### src/pase_pkg.sv
// Shared constants for the packed array search and edit block.
package pase_pkg;

    // Default number of table entries
    localparam int DEFAULT_TABLE_DEPTH = 128;

    // Fixed field widths
    localparam int KIND_W   = 2;
    localparam int VALUE_W  = 32;
    localparam int POS_W    = 7;
    localparam int STATUS_W = 3;
    localparam int LIVE_W   = 8;

    // Packed word widths, padded to whole bytes
    localparam int IN_DATA_W  = 40;
    localparam int OUT_DATA_W = 56;

    // Request kinds
    localparam logic [KIND_W-1:0] KIND_SEARCH = 2'd0;
    localparam logic [KIND_W-1:0] KIND_MODIFY = 2'd1;
    localparam logic [KIND_W-1:0] KIND_APPEND = 2'd2;
    localparam logic [KIND_W-1:0] KIND_REMOVE = 2'd3;

    // Result status codes
    localparam logic [STATUS_W-1:0] ST_OK        = 3'd0;
    localparam logic [STATUS_W-1:0] ST_NOT_FOUND = 3'd1;
    localparam logic [STATUS_W-1:0] ST_RANGE     = 3'd2;
    localparam logic [STATUS_W-1:0] ST_FULL      = 3'd3;
    localparam logic [STATUS_W-1:0] ST_EMPTY     = 3'd4;

endpackage

### src/pase_store.sv
// Table storage: one write port, one read port with registered read data.
module pase_store import pase_pkg::*; #(
    parameter int TABLE_DEPTH = DEFAULT_TABLE_DEPTH,
    parameter int IDX_W       = $clog2(TABLE_DEPTH)
) (
    input  logic               i_clk,
    input  logic               i_wr_en,
    input  logic [IDX_W-1:0]   i_wr_addr,
    input  logic [VALUE_W-1:0] i_wr_data,
    input  logic [IDX_W-1:0]   i_rd_addr,
    output logic [VALUE_W-1:0] o_rd_data
);

    logic [VALUE_W-1:0] r_mem [TABLE_DEPTH];
    logic [VALUE_W-1:0] r_rd_data;

    // Write one word when asked
    always_ff @(posedge i_clk) begin
        if (i_wr_en) begin
            r_mem[i_wr_addr] <= i_wr_data;
        end
    end

    // Read every cycle; the read data is registered
    always_ff @(posedge i_clk) begin
        r_rd_data <= r_mem[i_rd_addr];
    end

    assign o_rd_data = r_rd_data;

endmodule

### config.mk
export PLATFORM = sky130hd
export DESIGN_NAME = pase_store
export DESIGN_NICKNAME = d
export VERILOG_FILES = /design/src/pase_pkg.sv /design/src/pase_store.sv
export SDC_FILE = /design/constraint.sdc
export NUM_CORES = 2
export LEC_CHECK = 0
export BUFFER_PORTS_ARGS = -buffer_cell sky130_fd_sc_hd__buf_2
export CAP_MARGIN = 15
export CORE_AREA = 3 3 673 675
export CTS_BUF_LIST = sky130_fd_sc_hd__clkbuf_16
export DETAILED_ROUTE_END_ITERATION = 10
export DIE_AREA = 0 0 676 678
export SLEW_MARGIN = 10
export SYNTH_ARGS = -nofsm -noshare
export SYNTH_HDL_FRONTEND = slang
export SYNTH_SLANG_ARGS = --single-unit
### constraint.sdc
create_clock -name i_clk -period 4.2 [get_ports i_clk]
set_input_delay 0.42 -clock i_clk [delete_from_list [all_inputs] [get_ports i_clk]]
set_output_delay 0.42 -clock i_clk [all_outputs]
set_load 0.03 [all_outputs]
## Word-level counts from Yosys, hierarchy flattened

Memory sizes are Yosys's and may differ from the RTL's. A register that Yosys moved wholly into a read port is not among the register bits.
Cells that the tools add are included.

- Mux-type cells: 2

Operators with widths:

| kind | count |
|---|---|
| $mux W1 | 2 |

- RAM bits: 4,096
- Input port bits: 48
- Word-level logic and storage cells: 3
- Register bits after elaboration: 0
- Memories kept: 1

Memories:

| name | depth | width | read ports | clocked after Yosys merged registers in | wr ports | RTL line | source |
|---|---|---|---|---|---|---|---|
| r_mem | 128 | 32 | 1 | 1 | 1 | pase_store.sv:14 | `logic [VALUE_W-1:0] r_mem [TABLE_DEPTH];` |

## Depth between registers and ports, before layout

- Depth in word-level cells: 2
- Gate-level depth with buffers: 8
- Gate-level depth less buffers: 4

## Worst setup path after synthesis

Ideal clock, no wire load.

- Path type: in2reg
- Start: input port i_wr_en
- End: memory r_mem[98][0], enable pin
- Data required time: 3,739 ps
- Setup slack: 541 ps
- Cell stages on the path: 3
- Setup time: 461 ps
- Arrival: 3,198 ps
- Buffers on the path: 1
- Path through: clkbuf_1 -> nand4_1 -> nor3_1

- Longest elaborated chain between the ends: 2

RTL lines:

| what | RTL line | source |
|---|---|---|
| start: declaration | pase_store.sv:7 | `input logic i_wr_en,` |
| $mux W1 | pase_store.sv:19 | `if (i_wr_en) begin` |
| $mux W1 (not written as such) | pase_store.sv:20 | `r_mem[i_wr_addr] <= i_wr_data;` |
| end: declaration | pase_store.sv:14 |  |

No other way between the ends.

==> flow_metrics.py <==
metrics = {
    "die": {
        "ios": 80,
        "core_um2": 448000,
        "floorplan.die_area_um2": 458000,
        "fp-row-count": 246,
        "die-width_um": 676,
        "die_y_um": 678,
        "start_util_pct": 34.9,
    },
    "clock_tree": {
        "h-tree-depth": 5,
        "clock_sinks": 4128,
        "clk_latency_ns": 0.99,
        "ctsResizeCount": 0,
        "numCtsBuffers": 410,
        "cts_buffer_depth": 4,
        "cts_tree": "built",
        "ctsRootBufferMaster": "clkbuf_16",
        "clk_pin_slew_ns": 0.06,
    },
    "grt": {
        "grt_pass1_vias": 72200,
        "grt_overflow": 0,
        "antenna_found_initial": 78,
        "grt_usage_pct": 18.8,
        "grt_pass1_wl_um": 598000,
        "grt_max_degree": 129,
    },
    "pwr": {
        "cellPowerDensity_nw_per_um2": 478,
        "p_leak_nw": 55.4,
        "ir_drop_v": 0.000350,
        "power_w": 0.0867,
    },
    "timing": {
        "hold_violations": 0,
        "finClkSkew_ns": 0.0885,
        "setup_viol": 0,
        "slew_headroom_pct": 15.2,
        "finalMaxSlewViolations": 0,
        "hold_ws_ns": 0.00257,
        "fin_crit_sh_pct": 65.7,
        "worst_pin_slew_ns": 1.27,
        "rsz0062_at_grt": "no",
        "tns_ns": 0,
        "period_minus_slack_ns": 2.76,
        "setup_ws_ns": 1.44,
        "fmax_mhz": 362,
    },
    "placed_design": {
        "io_buffer_count": 79,
        "placed_cell_area_um2": 168000,
        "gp_congestion": 0.815,
        "dp_hpwl_um": 250000,
        "pre_cts_slack_ns": 0.430,
    },
    "hold_path": {
        "hold_depth": 1,
        "hp-class": "in2reg",
        "min_to": "r_mem[66][22]",
        "worstHoldStart": "i_wr_data[22]",
    },
    "critical_path": {
        "crit_required_ns": 5.05,
        "cp-end-kind": "flip-flop",
        "reg2reg_from": "r_mem[64][26]",
        "regToRegSetupSlack_ns": 1.55,
        "worstReg2RegEnd": "o_rd_data[26]",
        "startpoint_type": "input pin",
        "critical_path.max_fanout": 22,
        "reg2reg_depth": 4,
        "crit_type": "in2reg",
        "arrival_ns": 3.61,
    },
    "detailed_routing": {
        "final_antenna_net_count": 0,
        "drc": 0,
        "via_per_inst": 5.55,
        "wl_per_cell_um": 33.7,
        "wl_um": 435000,
        "vias": 71600,
        "dr.first_iter.drc_count": 9915,
        "drtPass1Iterations": 5,
    },
    "synth": {
        "syn_inst": 5990,
        "synthMuxAreaShare_pct": 19.6,
        "yosys.area_share.simple_pct": 0.446,
        "synth_compound_area_share_pct": 0,
        "syn-cell-area_um2": 156000,
        "synth_nets": 6038,
        "yosysSeqAreaShare_pct": 79.1,
        "synth_fa_ha_area_share_pct": 0,
        "yosysUniqueCellTypes": 17,
        "ys_warn_count": 0,
        "synth-seq-cells": 4128,
        "syn_avg_cell_area_um2": 26.1,
        "synth_top_family_by_area": "multiplexers",
        "yosys.area_share.xor_xnor_pct": 0,
    },
    "layout": {
        "multi_input_area_um2": 32300,
        "final_common_cell": "edfxtp_1",
        "drive_gt1_share_pct": 36.9,
        "final_nets": 6597,
        "area_growth_pct": 16.2,
        "nFillCells": 38500,
        "regArea_um2": 124000,
        "fin_area_um2": 182000,
        "layout_common_cells": "edfxtp_1 (4,096), mux4_2 (1,344), clkbuf_16 (417)",
    },
    "run": {
        "cap_violations": 0,
    },
    "outcome": {
        "status": "completed",
    },
}
==> sequential cells by signal (all words and copies together) (netlist names) <==
name       flops
o_rd_data     32
r_mem       4096
==> worst max path at each step <==
stage | from | endpoint | slack (ns) | cells past startpoint
floorplan | i_wr_en | r_mem[98][0] | 0.54 | 3
global placement | i_rd_addr[0] | o_rd_data[18] | 0.43 | 8
detailed placement | i_rd_addr[0] | o_rd_data[18] | 0.43 | 8
CTS | i_rd_addr[0] | o_rd_data[18] | 1.46 | 8
global route | i_rd_addr[0] | o_rd_data[31] | 1.40 | 8
finish | i_rd_addr[0] | o_rd_data[18] | 1.44 | 8
==> power breakdown <==
part,internal (W),switching [W],total (W)
sequential,0.0455,0.000237,0.0457
clock,0.0207,0.0156,0.0363
combinational,0.00178,0.00295,0.00472
total,0.0680,0.0188,0.0867
==> stage by stage <==
| stage | util (%) | std cells |
|---|---|---|
| 3_3_place_gp | 37.4 | 12100 |
| 4_1_cts | 40.4 | 12800 |
| 5_1_grt | 40.5 | 12900 |
| 2_1_floorplan | - | 5990 |
| 3_5_place_dp | 37.4 | 12100 |
| 6_report | 40.5 | 12900 |
==> final cells by class <==
class	count	share of cell area, %
well taps	5952	4.10
diodes	59	0.0813
clock inverters	341	1.62
repair buffers	463	2.56
multi-input cells	1546	17.8
clock buffers	417	5.75
flip-flops and latches	4128	68.1
==> per-layer routing <==
layer	share of wire (%)	global-route usage [%]	up-vias
met5	0.033	0	-
met1	38	24.9	39700
met4	3.5	6.32	20
met3	8.8	3.97	614
li1	-	-	27600
met2	49	30.8	3578
==> timing repair <==
item / 4_1_cts / 5_1_grt
hold endpoints to repair: 219 / 15
hold buffers: 7 / 2
buffers inserted: 0 / 0
==> synthesized netlist by cell type, drive strengths merged <==
| library cell | n | area share, % |
|---|---|---|
| or3 | 1 | 0.0040 |
| buf | 134 | 0.40 |
| nand2 | 14 | 0.034 |
| nand2b | 2 | 0.0080 |
| nor2 | 122 | 0.29 |
| nand4 | 3 | 0.012 |
| dfxtp | 32 | 0.41 |
| nor3 | 9 | 0.029 |
| mux2 | 32 | 0.23 |
| mux4 | 1344 | 19 |
| edfxtp | 4096 | 79 |
| nand3 | 12 | 0.038 |
| nor2b | 7 | 0.028 |
| clkbuf | 182 | 0.44 |
==> worst max-delay path, stage by stage <==
cell and delay (ns):
buf_12 0.27, buf_12 0.27, buf_4 0.32, buf_4 0.24, mux4_2 0.52, mux4_2 0.58, mux4_2 0.61, mux2_2 0.30
==> kinds of logic after synthesis <==
family | after synthesis
multiplexers | 1376
buffers and inverters | 316
flip-flops | 4128
AND/OR/NAND/NOR | 170
Note: power is estimated with default switching activity, not from simulation.
